File: src/rtl/core/plsa_em_pkg.sv
// Shared types and constants of the PLSA EM iteration core.
// Holds the beat payload structs, command codes, states and control structs.
// No dependencies.
`timescale 1ns / 1ps
`default_nettype none

package plsa_em_pkg;

    // Command codes carried in the func field of an input beat.
    typedef enum logic [2:0] {
        FUNC_LOAD     = 3'd0,
        FUNC_WR_PRIOR = 3'd1,
        FUNC_WR_DOC   = 3'd2,
        FUNC_WR_WORD  = 3'd3,
        FUNC_RUN      = 3'd4,
        FUNC_RD_PRIOR = 3'd5,
        FUNC_RD_DOC   = 3'd6,
        FUNC_RD_WORD  = 3'd7
    } func_t;

    // Configuration register indexes.
    localparam logic [1:0] CFG_NUM_DOCS    = 2'd0;
    localparam logic [1:0] CFG_NUM_WORDS   = 2'd1;
    localparam logic [1:0] CFG_NUM_TOPICS  = 2'd2;
    localparam logic [1:0] CFG_NUM_ENTRIES = 2'd3;

    localparam int CFG_IDX_W  = 2;
    localparam int CFG_DATA_W = 13;

    localparam logic [8:0]  NUM_DOCS_RST    = 9'd256;
    localparam logic [10:0] NUM_WORDS_RST   = 11'd1024;
    localparam logic [4:0]  NUM_TOPICS_RST  = 5'd16;
    localparam logic [12:0] NUM_ENTRIES_RST = 13'd0;

    localparam int ACC_W   = 56;
    localparam int TOTAL_W = 64;
    localparam int NP_W    = 40;

    typedef struct packed {
        logic [2:0]  func;
        logic [11:0] entry_slot;
        logic [7:0]  doc_index;
        logic [9:0]  word_index;
        logic [15:0] occurrences;
        logic [3:0]  topic_index;
        logic [31:0] prob_value;
    } in_item_t;

    typedef struct packed {
        logic [31:0] read_value;
        logic        zero_mass_flag;
    } out_item_t;

    // Operand selection of the shared fraction divider.
    typedef enum logic [1:0] {
        DIV_POST  = 2'd0,
        DIV_DOC   = 2'd1,
        DIV_WORD  = 2'd2,
        DIV_PRIOR = 2'd3
    } div_sel_t;

    typedef enum logic [4:0] {
        S_IDLE,
        S_RESP,
        S_CLEAR,
        S_ENT,
        S_ENT_CHK,
        S_P_RD,
        S_P_MUL1,
        S_P_MUL2,
        S_P_ACC,
        S_Q_RD,
        S_Q_DIV,
        S_Q_WAIT,
        S_Q_WR,
        S_T_RD,
        S_T_ADD,
        S_N_Z,
        S_N_MASS,
        S_N_DRD,
        S_N_DDIV,
        S_N_DWAIT,
        S_N_WRD,
        S_N_WDIV,
        S_N_WWAIT,
        S_N_PDIV,
        S_N_PWAIT
    } state_t;

    typedef struct packed {
        logic     host_accept;
        logic     run_start;
        logic     run_active;
        logic     clr_step;
        logic     e_inc;
        logic     z_clr;
        logic     z_inc;
        logic     i_clr;
        logic     i_inc;
        logic     sum_clr;
        logic     mul1;
        logic     mul2;
        logic     prod_wr;
        logic     div_start;
        div_sel_t div_sel;
        logic     np_mul;
        logic     acc_wr;
        logic     total_clr;
        logic     total_add;
        logic     mass_ld;
        logic     norm;
        logic     doc_wr;
        logic     word_wr;
        logic     prior_wr;
        logic     flag_set;
        logic     out_load;
    } ctrl_cmd_t;

    typedef struct packed {
        logic in_is_run;
        logic out_free;
        logic clr_last;
        logic e_done;
        logic ent_ok;
        logic z_done;
        logic i_doc_done;
        logic i_word_done;
        logic sum_zero;
        logic mass_zero;
        logic div_done;
    } ctrl_status_t;

endpackage

`default_nettype wire

File: src/rtl/core/plsa_em_ctrl.sv
// Sequencer of the PLSA EM iteration core: host beats and the run phases.
// Drives datapath commands from datapath status. Depends on plsa_em_pkg.
`timescale 1ns / 1ps
`default_nettype none

module plsa_em_ctrl (
    input  wire logic                      clk,
    input  wire logic                      rst_n,
    input  wire logic                      in_valid,
    output logic                           in_stall,
    input  wire plsa_em_pkg::ctrl_status_t status,
    output plsa_em_pkg::ctrl_cmd_t         cmd
);
    import plsa_em_pkg::*;

    state_t state_reg, state_next;

    always_ff @(posedge clk or negedge rst_n)
    begin
        if (!rst_n)
        begin
            state_reg <= S_IDLE;
        end
        else
        begin
            state_reg <= state_next;
        end
    end

    // Next state.
    always_comb
    begin
        state_next = state_reg;
        case (state_reg)
            S_IDLE:
            begin
                if (in_valid)
                begin
                    state_next = status.in_is_run ? S_CLEAR : S_RESP;
                end
            end
            S_RESP:    if (status.out_free) state_next = S_IDLE;
            S_CLEAR:   if (status.clr_last) state_next = S_ENT;
            S_ENT:     state_next = status.e_done ? S_T_RD : S_ENT_CHK;
            S_ENT_CHK: state_next = status.ent_ok ? S_P_RD : S_ENT;
            S_P_RD:
            begin
                if (!status.z_done)
                begin
                    state_next = S_P_MUL1;
                end
                else
                begin
                    state_next = status.sum_zero ? S_ENT : S_Q_RD;
                end
            end
            S_P_MUL1:  state_next = S_P_MUL2;
            S_P_MUL2:  state_next = S_P_ACC;
            S_P_ACC:   state_next = S_P_RD;
            S_Q_RD:    state_next = status.z_done ? S_ENT : S_Q_DIV;
            S_Q_DIV:   state_next = S_Q_WAIT;
            S_Q_WAIT:  if (status.div_done) state_next = S_Q_WR;
            S_Q_WR:    state_next = S_Q_RD;
            S_T_RD:    state_next = status.z_done ? S_N_Z : S_T_ADD;
            S_T_ADD:   state_next = S_T_RD;
            S_N_Z:     state_next = status.z_done ? S_RESP : S_N_MASS;
            S_N_MASS:  state_next = S_N_DRD;
            S_N_DRD:   state_next = status.i_doc_done ? S_N_WRD : S_N_DDIV;
            S_N_DDIV:  state_next = S_N_DWAIT;
            S_N_DWAIT: if (status.div_done) state_next = S_N_DRD;
            S_N_WRD:   state_next = status.i_word_done ? S_N_PDIV : S_N_WDIV;
            S_N_WDIV:  state_next = S_N_WWAIT;
            S_N_WWAIT: if (status.div_done) state_next = S_N_WRD;
            S_N_PDIV:  state_next = S_N_PWAIT;
            S_N_PWAIT: if (status.div_done) state_next = S_N_Z;
            default:   state_next = S_IDLE;
        endcase
    end

    // Commands.
    always_comb
    begin
        cmd            = '0;
        cmd.div_sel    = DIV_POST;
        cmd.run_active = (state_reg != S_IDLE) && (state_reg != S_RESP);
        in_stall       = (state_reg != S_IDLE);
        case (state_reg)
            S_IDLE:
            begin
                cmd.host_accept = in_valid;
                cmd.run_start   = in_valid && status.in_is_run;
            end
            S_RESP:    cmd.out_load = status.out_free;
            S_CLEAR:   cmd.clr_step = 1'b1;
            S_ENT:
            begin
                cmd.z_clr     = status.e_done;
                cmd.total_clr = status.e_done;
            end
            S_ENT_CHK:
            begin
                cmd.z_clr   = status.ent_ok;
                cmd.sum_clr = status.ent_ok;
                cmd.e_inc   = !status.ent_ok;
            end
            S_P_RD:
            begin
                if (status.z_done)
                begin
                    cmd.flag_set = status.sum_zero;
                    cmd.e_inc    = status.sum_zero;
                    cmd.z_clr    = !status.sum_zero;
                end
            end
            S_P_MUL1:  cmd.mul1 = 1'b1;
            S_P_MUL2:  cmd.mul2 = 1'b1;
            S_P_ACC:
            begin
                cmd.prod_wr = 1'b1;
                cmd.z_inc   = 1'b1;
            end
            S_Q_RD:    cmd.e_inc = status.z_done;
            S_Q_DIV:
            begin
                cmd.div_start = 1'b1;
                cmd.div_sel   = DIV_POST;
            end
            S_Q_WAIT:  cmd.np_mul = status.div_done;
            S_Q_WR:
            begin
                cmd.acc_wr = 1'b1;
                cmd.z_inc  = 1'b1;
            end
            S_T_RD:    cmd.z_clr = status.z_done;
            S_T_ADD:
            begin
                cmd.total_add = 1'b1;
                cmd.z_inc     = 1'b1;
            end
            S_N_Z:     cmd.norm = 1'b1;
            S_N_MASS:
            begin
                cmd.norm    = 1'b1;
                cmd.mass_ld = 1'b1;
                cmd.i_clr   = 1'b1;
            end
            S_N_DRD:
            begin
                cmd.norm     = 1'b1;
                cmd.flag_set = status.mass_zero;
                cmd.i_clr    = status.i_doc_done;
            end
            S_N_DDIV:
            begin
                cmd.norm      = 1'b1;
                cmd.div_start = 1'b1;
                cmd.div_sel   = DIV_DOC;
            end
            S_N_DWAIT:
            begin
                cmd.norm   = 1'b1;
                cmd.doc_wr = status.div_done;
                cmd.i_inc  = status.div_done;
            end
            S_N_WRD:   cmd.norm = 1'b1;
            S_N_WDIV:
            begin
                cmd.norm      = 1'b1;
                cmd.div_start = 1'b1;
                cmd.div_sel   = DIV_WORD;
            end
            S_N_WWAIT:
            begin
                cmd.norm    = 1'b1;
                cmd.word_wr = status.div_done;
                cmd.i_inc   = status.div_done;
            end
            S_N_PDIV:
            begin
                cmd.norm      = 1'b1;
                cmd.div_start = 1'b1;
                cmd.div_sel   = DIV_PRIOR;
            end
            S_N_PWAIT:
            begin
                cmd.norm     = 1'b1;
                cmd.prior_wr = status.div_done;
                cmd.z_inc    = status.div_done;
            end
            default:   cmd = '0;
        endcase
    end

endmodule

`default_nettype wire

File: config.mk
export PLATFORM = sky130hd
export DESIGN_NAME = plsa_em_ctrl
export DESIGN_NICKNAME = d
export VERILOG_FILES = /design/src/rtl/core/plsa_em_pkg.sv /design/src/rtl/core/plsa_em_ctrl.sv
export SDC_FILE = /design/constraint.sdc
export NUM_CORES = 1
export LEC_CHECK = 0
export ABC_AREA = 1
export BUFFER_PORTS_ARGS = -buffer_cell sky130_fd_sc_hd__buf_4
export CORE_MARGIN = 2
export CORE_UTILIZATION = 56
export CTS_BUF_LIST = sky130_fd_sc_hd__clkbuf_4
export DETAILED_ROUTE_END_ITERATION = 6
export PLACE_DENSITY_LB_ADDON = 0.2
export SLEW_MARGIN = 20
export SYNTH_ARGS = -nofsm -noshare
export SYNTH_HDL_FRONTEND = slang
export SYNTH_SLANG_ARGS = --single-unit
File: constraint.sdc
create_clock -name clk -period 2.05 [get_ports clk]
set_input_delay 0.1025 -clock clk [delete_from_list [all_inputs] [get_ports clk]]
set_output_delay 0.1025 -clock clk [all_outputs]
set_load 0.01 [all_outputs]
==> reports/metrics.cfg, run 1 <==
[critical_path]
r2r_cells=8
start_kind=flip-flop
crit_chain=inv_4 > nand4_2 > inv_1 > nor2_1 > nand2_1 > nor3_1 > nand3_1 > buf_4
crit_slowest_cell=dfrtp_2
path_delay_family=simple AND/OR/NAND/NOR gates
arrival_ns=1.78
r2r-end=state_reg[4]$_DFFE_PN0P_
cp_slowest_stage_delay_ns=0.56
crit_fanout=9
worstPathRequired_ns=1.95
setup.worst_path.end_class=primary output
r2r_slack_ns=0.47
crit_buf_inv=3
crit_type=flip-flop to primary output
r2r_start=state_reg[1]$_DFFE_PN0P_

[power]
switchingPower_w=0.000985
p_comb_share_pct=76.7
power_frac_seq_pct=15.3
finalPower_w=0.00166
clkPwrFrac_pct=8.0
switching_share_pct=59.1
vdd_drop_max_uv=665
p_leak_nw=0.887
p_int_w=0.000680
cellPowerDensity_mw_per_mm2=1100

[route]
vias=1467
wl_per_cell_um=15.2
viasPerCell=5.71
drt-total-wl_um=3920
drt_pass1_iterations=7
drtIter0Drc=87
drc_errors=0
antenna_left=0

[timing]
period_share_pct=91.8
hold_viol=0
max-slew-margin-rel_pct=75.9
skew_ns=0.000392
rsz0062_at_grt=no
setup_viol=0
fin_crit_ns=1.88
worst-slew-pin-transition_ns=0.361
max_freq_mhz=531
fin_setup_tns_ns=0
finalMaxSlewViolations=0

[final_layout]
nets=245
fillers=165
final_layout_size_suffix_gt1_share_pct=41.3
largest_reg_flops=5
syn_to_final_growth_pct=30.0
num_antenna_cells=0
fin_util_pct=77.3
fin_cells=257

[grt]
antenna_found_initial=0
grt_usage_pct=34.0
grt_pass1_vias=1330
grt_pass1_wl_um=6310
grt_overflow=0
grt_max_degree=11

[floorplan]
core_mm2=0.00196
die-area_mm2=0.00246
die_h_um=49.6
die_w_um=49.6
placementRows=16
ioPinCount=42
initial_core_util_pct=59.4

[synth]
synthTopCellsByCount=45 x nand2_1, 27 x nor2_1, 19 x nand3_1
synth_ff_type=dfrtp_1
synth_xor_area_share_pct=0
avgSynthCellArea_um2=6.27
synth_top_family_by_area=simple AND/OR/NAND/NOR gates
synthAdderAreaFrac_pct=0
synth_edf_count=0
synth-simple-area-share_pct=65.7
yosysMostFrequentCell=nand2_1
muxShareOfSynthArea_pct=0
synth_area_leader_cell=nand2_1
async_flop_share_pct=100
syn-cell-area_mm2=0.00117
post-synth-top-area-fraction_pct=14.5
synth-seq-cells=5
ys_warn_count=0
synthCells=186
synth-compound-area-share_pct=6.76
synth_fp_nets=200
synth.area.top_cells=nand2_1 14%, dfrtp_1 11%, nor2_1 8.7%
ys_seq_area_share_pct=10.7
yosysUniqueCellTypes=34

[place]
placedCellCount=252
dp_hpwl_um=3170
portBuffers=41
globalplace.congestion=0.950

[clock_tree]
cts_buffers=3
cts_buffer_depth=2
cts_setup_buffers=0
clk_latency_ns=0.25
cts-root-buf=clkbuf_4
cts_tree=built
clock-sinks=5
htree_levels=1
clk_pin_slew_ns=0.04

[run]
drv_cap=0

[hold_path]
hp-class=input port to async pin

[status]
status=finished clean

## per-layer routing
layer  up-vias  track usage [%]  routed length (µm)
met1       641             40.7                1440
met2       114             58.2                1890
li1        695                -                   -
met5         -                0                   0
met3        17             4.24                 439
met4         0             19.0                 138
## placed cells by master, fill, tap and decap left out
master and count:
buf_4 46, nand2_1 45, nor2_1 27, nand3_1 19, inv_1 18, nand2_2 6
nor2_4 6, nor3_1 6, nand4_1 5, nand3_2 5, o21ai_0 5, nand2_4 4
nor2_2 4, clkbuf_4 4, inv_2 3, dfrtp_2 3, inv_6 2, inv_4 2
nor2_8 2, nor3_2 2, nand3_4 2, dfrtp_1 2, inv_8 1, o211ai_1 1
clkinv_1 1, nand4_2 1, o211ai_2 1, nor4_1 1, a311oi_1 1, a21oi_2 1
a31oi_1 1, o21ai_1 1, a21oi_1 1, dlygate4sd3_1 1
## through the flow
stage,hold slack [ns],cell area (µm²),worst slack (ns)
after floorplan,-0.193,1170,0.677
after global placement,-0.0947,1470,0.317
after detailed placement,-0.0944,1470,0.281
after CTS,0.200,1510,0.0158
after global routing,0.197,1520,0.0413
final,0.189,1520,0.168
## cell families (layout without fill, tap and decap cells)
family,Yosys count,after routing
AND/OR/NAND/NOR,135,135
flip-flops,5,5
buffers and inverters,34,78
AO/OA/AOI/OAI,12,12
## power by group through the flow
stage | Combinational, W | Sequential, W | Clock, W
2_1_floorplan | 0.00101 | 0.000159 | 0
3_3_place_gp | 0.00123 | 0.000242 | 0
3_5_place_dp | 0.00125 | 0.000245 | 0
4_1_cts | 0.00126 | 0.000245 | 0.000131
5_1_grt | 0.00137 | 0.000257 | 0.000139
6_report | 0.00128 | 0.000255 | 0.000133
## area by class of cell
type,instances,area [µm²],share of cell area (%)
sequential,5,129,8.50
multi-input combinational,147,845,55.7
clock buffer,4,30.0,1.98
tap,27,33.8,2.23
inverter,27,124,8.17
timing repair buffer,47,355,23.4
## worst max-delay path by stage
stage	start	end	slack, ns	cells after the start
after floorplan	state_reg[1]$_DFFE_PN0P_	cmd[5]	0.68	7
after global placement	state_reg[2]$_DFFE_PN0P_	cmd[5]	0.32	8
after detailed placement	state_reg[2]$_DFFE_PN0P_	cmd[5]	0.28	8
after CTS	state_reg[2]$_DFFE_PN0P_	cmd[5]	0.02	8
after global routing	state_reg[2]$_DFFE_PN0P_	cmd[5]	0.04	7
final	state_reg[2]$_DFFE_PN0P_	cmd[5]	0.17	8
## repair_timing
action,4_1_cts,5_1_grt
hold buffers,1,0
setup endpoints to repair,0,1
endpoints found under the hold margin,5,0
gates resized for setup,0,3
Power figures use the tool's default switching activity.
==> run 2, diff against run 1 <==
--- a/config.mk
+++ b/config.mk
@@ -8,7 +8,7 @@
 export ABC_AREA = 1
 export BUFFER_PORTS_ARGS = -buffer_cell sky130_fd_sc_hd__buf_4
 export CORE_MARGIN = 2
-export CORE_UTILIZATION = 56
+export CORE_UTILIZATION = 47
 export CTS_BUF_LIST = sky130_fd_sc_hd__clkbuf_4
 export DETAILED_ROUTE_END_ITERATION = 6
 export PLACE_DENSITY_LB_ADDON = 0.2
==> constraint.sdc (replaced) <==
create_clock -name clk -period 1.7 [get_ports clk]
set_input_delay 0.085 -clock clk [delete_from_list [all_inputs] [get_ports clk]]
set_output_delay 0.085 -clock clk [all_outputs]
set_load 0.01 [all_outputs]
==> run 2 against run 1 <==
Effect of this change:
- the flow now finishes with violations (setup timing)
- clock skew is 0.00081 ns higher
- wire length is 19% higher
- die area is 18% higher
- critical path depth stayed put
- setup slack worse by 0.23 ns
- via count is 10% higher
- critical endpoint unchanged
- highest routed layer unchanged
==> reports/metrics.cfg, run 2 (synthesized netlist as in run 1, its figures left out) <==
[final_layout]
multi_input_area_um2=900
ff_latch_area_um2=131
fillers=174
num_antenna_cells=0
final_layout_size_suffix_gt1_share_pct=52.7
largest_reg_flops=5
layout_common_cells=70 x buf_4, 42 x nand2_1, 24 x nor2_1
nets=275
final_common_cell=buf_4
syn_to_final_growth_pct=57.1
finalInstanceArea_mm2=0.00183
fin_cells=290

[clock_tree]
clock-sinks=5
cts_tree=built
cts_buffers=3
clk_latency_ns=0.24
htree_levels=1
clk_pin_slew_ns=0.05
cts-root-buf=clkbuf_4
cts_buffer_depth=2

[power]
p_leak_nw=1.04
p_comb_share_pct=80.7
cellPowerDensity_mw_per_mm2=1330
p_int_w=0.00110
vdd_drop_max_uv=974
switchingPower_w=0.00134
clkPwrFrac_pct=6.5
switching_share_pct=54.8
power_frac_seq_pct=12.8
finalPower_w=0.00244

[grt]
grt_pass1_vias=1480
grt_util_met2_pct=55.9
grt_pass1_wl_um=6970
antenna_found_initial=0
busiest_layer=met2
grt_usage_pct=32.8
grt_overflow=0
use_met3_pct=2.50
grt_use_met1_pct=42.4
grt_max_degree=10

[critical_path]
crit_fanout=6
path_delay_family=simple AND/OR/NAND/NOR gates
setup.worst_path.end_class=primary output
start_kind=flip-flop
crit_chain=buf_6 > nand3_4 > nor2_4 > nor2_4 > nand2_2 > nor3_2 > nand3_1 > buf_4
critPathMostFrequentCell=nor2_4
arrival_ns=1.67
cp_slowest_stage_delay_ns=0.49
crit_slowest_cell=dfrtp_2
worstPathRequired_ns=1.62
crit_type=flip-flop to primary output
crit_buf_inv=2

[route]
antenna_left=0
drtIter0Drc=83
wl_per_cell_um=16.1
drc_errors=0
drt-total-wl_um=4660
viasPerCell=5.57
vias=1615
drt_pass1_iterations=4

[floorplan]
core_mm2=0.00241
die_w_um=53.8
die-area_mm2=0.00290
ioPinCount=42
die_h_um=53.8
initial_core_util_pct=48.4
placementRows=18

[timing]
hold_viol=0
max_freq_mhz=569
max-slew-margin-rel_pct=82.1
holdWs_ns=0.179
worst-slew-pin-transition_ns=0.266
skew_ns=0.00120
finalMaxSlewViolations=0
rsz0062_at_grt=yes
setup_viol=2
fin_ws_ns=-0.0578
fin_crit_ns=1.76
period_share_pct=103

[place]
placed_cell_area_mm2=0.00151
dp_hpwl_um=3210
portBuffers=41
placedCellCount=259
dp_slack_ns=0.0224
globalplace.congestion=0.929

[status]
failed_checks=setup timing
status=complete, but fails checks

[hold_path]
hp-class=input port to async pin

[run]
drv_cap=0

==> run 2: changes by cell type in the layout (fill, tap and decap cells not counted), sizes merged <==
cell  before  now
buf       46   76
==> run 2: per-stage QoR <==
stage | util [%] | TNS (ns)
floorplan | - | 0
global placement | 62.5 | 0
detailed placement | 62.5 | 0
CTS | 70.4 | -0.00366
global route | 76.0 | -0.276
finish | 76.0 | -0.0844
==> run 2: power groups by stage <==
stage | Sequential, W | Combinational [W] | Clock [W]
global placement | 0.000307 | 0.00151 | 0
finish | 0.000312 | 0.00197 | 0.000160
CTS | 0.000303 | 0.00175 | 0.000160
detailed placement | 0.000311 | 0.00151 | 0
floorplan | 0.000191 | 0.00122 | 0
global route | 0.000316 | 0.00210 | 0.000168
==> run 2: area by class of cell <==
class                      count  share of cell area (%)
timing repair buffer          77                    33.1
tap                           30                    2.05
inverter                      27                    6.90
clock buffer                   4                    1.64
multi-input combinational    147                    49.1
sequential                     5                    7.17
==> run 2: final timing paths <==
check / end / slack [ns] / start / cells past startpoint
max: cmd[5] / -0.06 / state_reg[1]$_DFFE_PN0P_ / 8
min: state_reg[3]$_DFFE_PN0P_ / 0.18 / rst_n / 2
max reg2reg: state_reg[0]$_DFFE_PN0P_ / 0.11 / state_reg[1]$_DFFE_PN0P_ / 11
min reg2reg: state_reg[4]$_DFFE_PN0P_ / 0.79 / state_reg[4]$_DFFE_PN0P_ / 3
max in group asynchronous: state_reg[2]$_DFFE_PN0P_ / 1.40 / rst_n / 2
min in group clk: state_reg[4]$_DFFE_PN0P_ / 0.24 / status[5] / 4
==> run 2: timing repair <==
action | CTS | global route
pin swaps | 3 | 10
gates resized for setup | 14 | 14
endpoints found under the setup margin | 13 | 11
buffers inserted | 14 | 12
hold buffers | 1 | 0
hold endpoints to repair | 5 | 0
==> run 2: layer usage <==
metal / share of wire [%] / vias to the layer above
met4: 2.9 / 0
met5: 0 / -
met1: 41 / 764
met3: 7.0 / 18
li1: - / 751
met2: 49 / 82
==> run 3, diff against run 2 <==
==> constraint.sdc (replaced) <==
create_clock -name clk -period 1.7 [get_ports clk]
set_input_delay 0.51 -clock clk [delete_from_list [all_inputs] [get_ports clk]]
set_output_delay 0.51 -clock clk [all_outputs]
set_load 0.01 [all_outputs]
==> run 3 against run 2 <==
Effect of this change:
- the run now fails in global routing
- synthesized area stayed put
- synthesized cell count stayed put
==> reports/metrics.cfg, run 3 <==
[floorplan]
placementRows=18
ioPinCount=42
die_w_um=53.8
die_h_um=53.8
initial_core_util_pct=48.4

[synth]
synth_fp_nets=200
post-synth-top-area-fraction_pct=14.5
synth_xor_area_share_pct=0
syn-cell-area_mm2=0.00117
synthCells=186
synthTopCellsByCount=45 x nand2_1, 27 x nor2_1, 19 x nand3_1
synth-simple-area-share_pct=65.7
yosysUniqueCellTypes=34
muxShareOfSynthArea_pct=0
synth_top_family_by_area=simple AND/OR/NAND/NOR gates
synthAdderAreaFrac_pct=0
avgSynthCellArea_um2=6.27
synth_edf_count=0
async_flop_share_pct=100
synth_area_leader_cell=nand2_1
synth_ff_type=dfrtp_1
ys_warn_count=0
ys_seq_area_share_pct=10.7
yosysMostFrequentCell=nand2_1
synth-compound-area-share_pct=6.76
synth.area.top_cells=nand2_1 14%, dfrtp_1 11%, nor2_1 8.7%
synth-seq-cells=5

[timing]
endpoint_type=primary output
postGrtWorstEndpoint=cmd[5]

[status]
status=did not finish
error=[ERROR DPL-0038] Utilization greater than 100%, impossible to legalize
failed_stage=global routing

[place]
placed_cell_area_mm2=0.00192
dp_hpwl_um=3620
globalplace.congestion=1.10
portBuffers=41

[clock_tree]
cts_buffers=3
cts_buffer_depth=2
cts-root-buf=clkbuf_4
htree_levels=1
clock-sinks=5

[grt]
grt_max_degree=9

-- run 3: cell counts after synthesis --
No cell type changed its count.
-- run 3: repair_timing --
item,in CTS
setup endpoints to repair,28
pin swaps,16
buffers inserted,20
hold buffers,0
resized for setup,54
gates cloned,1
-- run 3: through the flow --
stage	utilization [%]	setup TNS, ns	worst slack [ns]	cells
after global placement	79.8	-1.60	-0.178	306
after floorplan	-	0	0.000501	186
after CTS	96.9	-7.60	-0.393	331
after detailed placement	79.8	-2.31	-0.215	306
-- run 3: kinds of logic after synthesis --
kind of cell | Yosys count
AOI/OAI and AO/OA | 12
buffers and inverters | 34
DFF | 5
and+or+nand+nor | 135
==> run 4, diff against run 3 <==
--- a/config.mk
+++ b/config.mk
@@ -7,11 +7,10 @@
 export LEC_CHECK = 0
 export ABC_AREA = 1
 export BUFFER_PORTS_ARGS = -buffer_cell sky130_fd_sc_hd__buf_4
-export CORE_MARGIN = 2
-export CORE_UTILIZATION = 47
-export CTS_BUF_LIST = sky130_fd_sc_hd__clkbuf_4
+export CORE_AREA = 2 2 63 65
 export DETAILED_ROUTE_END_ITERATION = 6
-export PLACE_DENSITY_LB_ADDON = 0.2
+export DIE_AREA = 0 0 65 67
+export PLACE_DENSITY_LB_ADDON = 0.15
 export SLEW_MARGIN = 20
 export SYNTH_ARGS = -nofsm -noshare
 export SYNTH_HDL_FRONTEND = slang
==> constraint.sdc (replaced) <==
create_clock -name clk -period 2.2 [get_ports clk]
set_input_delay 0.66 -clock clk [delete_from_list [all_inputs] [get_ports clk]]
set_output_delay 0.66 -clock clk [all_outputs]
set_load 0.01 [all_outputs]
==> run 4 against run 3 <==
Effect of this change:
- the flow now finishes, with violations (setup timing)
==> reports/metrics.cfg, run 4 (synthesized netlist as in run 1, its figures left out) <==
[floorplan]
die-area_mm2=0.00436
placementRows=22
ioPinCount=42
initial_core_util_pct=32.3
die_w_um=65
die_h_um=67
core_mm2=0.00361

[status]
status=complete, but fails checks
failed_checks=setup timing

[clock_tree]
cts_buffer_depth=2
cts-root-buf=clkbuf_8
cts_buffers=3
clock-sinks=5
htree_levels=1
cts_tree=built
cts_hold_buf=0
clk_pin_slew_ns=0.04
clk_latency_ns=0.22

[route]
drt_pass1_iterations=4
vias=1472
antenna_left=0
drc_errors=0
viasPerCell=4.81
drt-total-wl_um=4210
wl_per_cell_um=13.8
drtIter0Drc=69

[power]
cellPowerDensity_mw_per_mm2=1050
vdd_drop_max_uv=494
p_leak_nw=1.07

[place]
portBuffers=41
globalplace.congestion=0.884
dp_slack_ns=0.0823
dp_hpwl_um=3040

[timing]
max-slew-margin-rel_pct=82.6
fin_setup_tns_ns=-0.0451
skew_ns=0.000536
period_share_pct=102
max_freq_mhz=447
rsz0062_at_grt=yes
fin_crit_ns=2.23
hold_viol=0
fin_ws_ns=-0.0350
worst-slew-pin-transition_ns=0.259
finalMaxSlewViolations=0
setup_viol=3

[grt]
grt_pass1_vias=1409
grt_overflow=0
grt_max_degree=17
grt_usage_pct=19.5
antenna_found_initial=0
grt_pass1_wl_um=6510

[critical_path]
r2r_cells=11
crit_fanout=5
start_kind=flip-flop
worstPathRequired_ns=1.54
r2r_slack_ns=0.57
setup.worst_path.end_class=primary output
crit_type=flip-flop to primary output
arrival_ns=1.57
r2r-end=state_reg[2]$_DFFE_PN0P_
r2r_start=state_reg[0]$_DFFE_PN0P_

[hold_path]
hp-class=input port to async pin

[final_layout]
syn_to_final_growth_pct=69.3
nets=273
final_common_cell=buf_4
layout_common_cells=64 x buf_4, 42 x nand2_1, 20 x nor2_1
largest_reg_flops=5
final_layout_size_suffix_gt1_share_pct=54.3
num_antenna_cells=0

[run]
drv_cap=0

run 4: worst max path at each step:
stage / startpoint / to
2_1_floorplan: state_reg[1]$_DFFE_PN0P_ / cmd[5]
3_3_place_gp: state_reg[3]$_DFFE_PN0P_ / cmd[21]
3_5_place_dp: state_reg[3]$_DFFE_PN0P_ / cmd[21]
4_1_cts: state_reg[4]$_DFFE_PN0P_ / cmd[21]
5_1_grt: state_reg[2]$_DFFE_PN0P_ / cmd[21]
6_report: state_reg[2]$_DFFE_PN0P_ / cmd[21]
run 4: per-layer routing:
layer / track usage, % / up-vias / share of wire [%] / wire (µm)
met4: 7.45 / 0 / 1.3 / 56
met3: 1.86 / 6 / 6.7 / 284
met1: 25.8 / 665 / 43 / 1830
met2: 32.5 / 56 / 48 / 2040
met5: 0 / - / 0 / 0
li1: - / 745 / - / -
run 4: repair_timing:
item | CTS | global route
gates resized for setup | 14 | 30
pin swaps | 7 | 12
endpoints found under the hold margin | 0 | 0
buffers inserted | 12 | 11
endpoints found under the setup margin | 9 | 11
run 4: power breakdown:
group | internal (W) | switching (W) | leakage [nW]
Combinational | 0.000744 | 0.000981 | 0.983
Clock | 0.000125 | 0.0000509 | 0.0228
Sequential | 0.000129 | 0.0000455 | 0.0624
run 4: layout make-up:
type | instances | area [µm²]
Multi-Input combinational cell | 147 | 956
Inverter | 27 | 146
Tap cell | 48 | 60.1
Timing Repair Buffer | 75 | 639
Clock buffer | 4 | 45.0
Sequential cell | 5 | 128
Fill cell | 370 | 1630
run 4: per-stage QoR:
stage          hold WS [ns]  utilization (%)  instances  cell area, µm²  power, W
2_1_floorplan         0.364                -        186            1170   0.00109
3_3_place_gp          0.468             43.9        279            1580   0.00148
3_5_place_dp          0.468             43.9        279            1580   0.00147
4_1_cts               0.230             49.4        295            1780   0.00185
5_1_grt               0.232             54.8        306            1970   0.00222
6_report              0.231             54.8        306            1970   0.00207
run 4: critical path: stages, from the launching register on:
cell and delay [ns]:
dfrtp_2 0.49, buf_6 0.15, nor2_4 0.20, nand4_1 0.14, nand2_1 0.10, inv_2 0.04
o211ai_1 0.08, buf_4 0.15
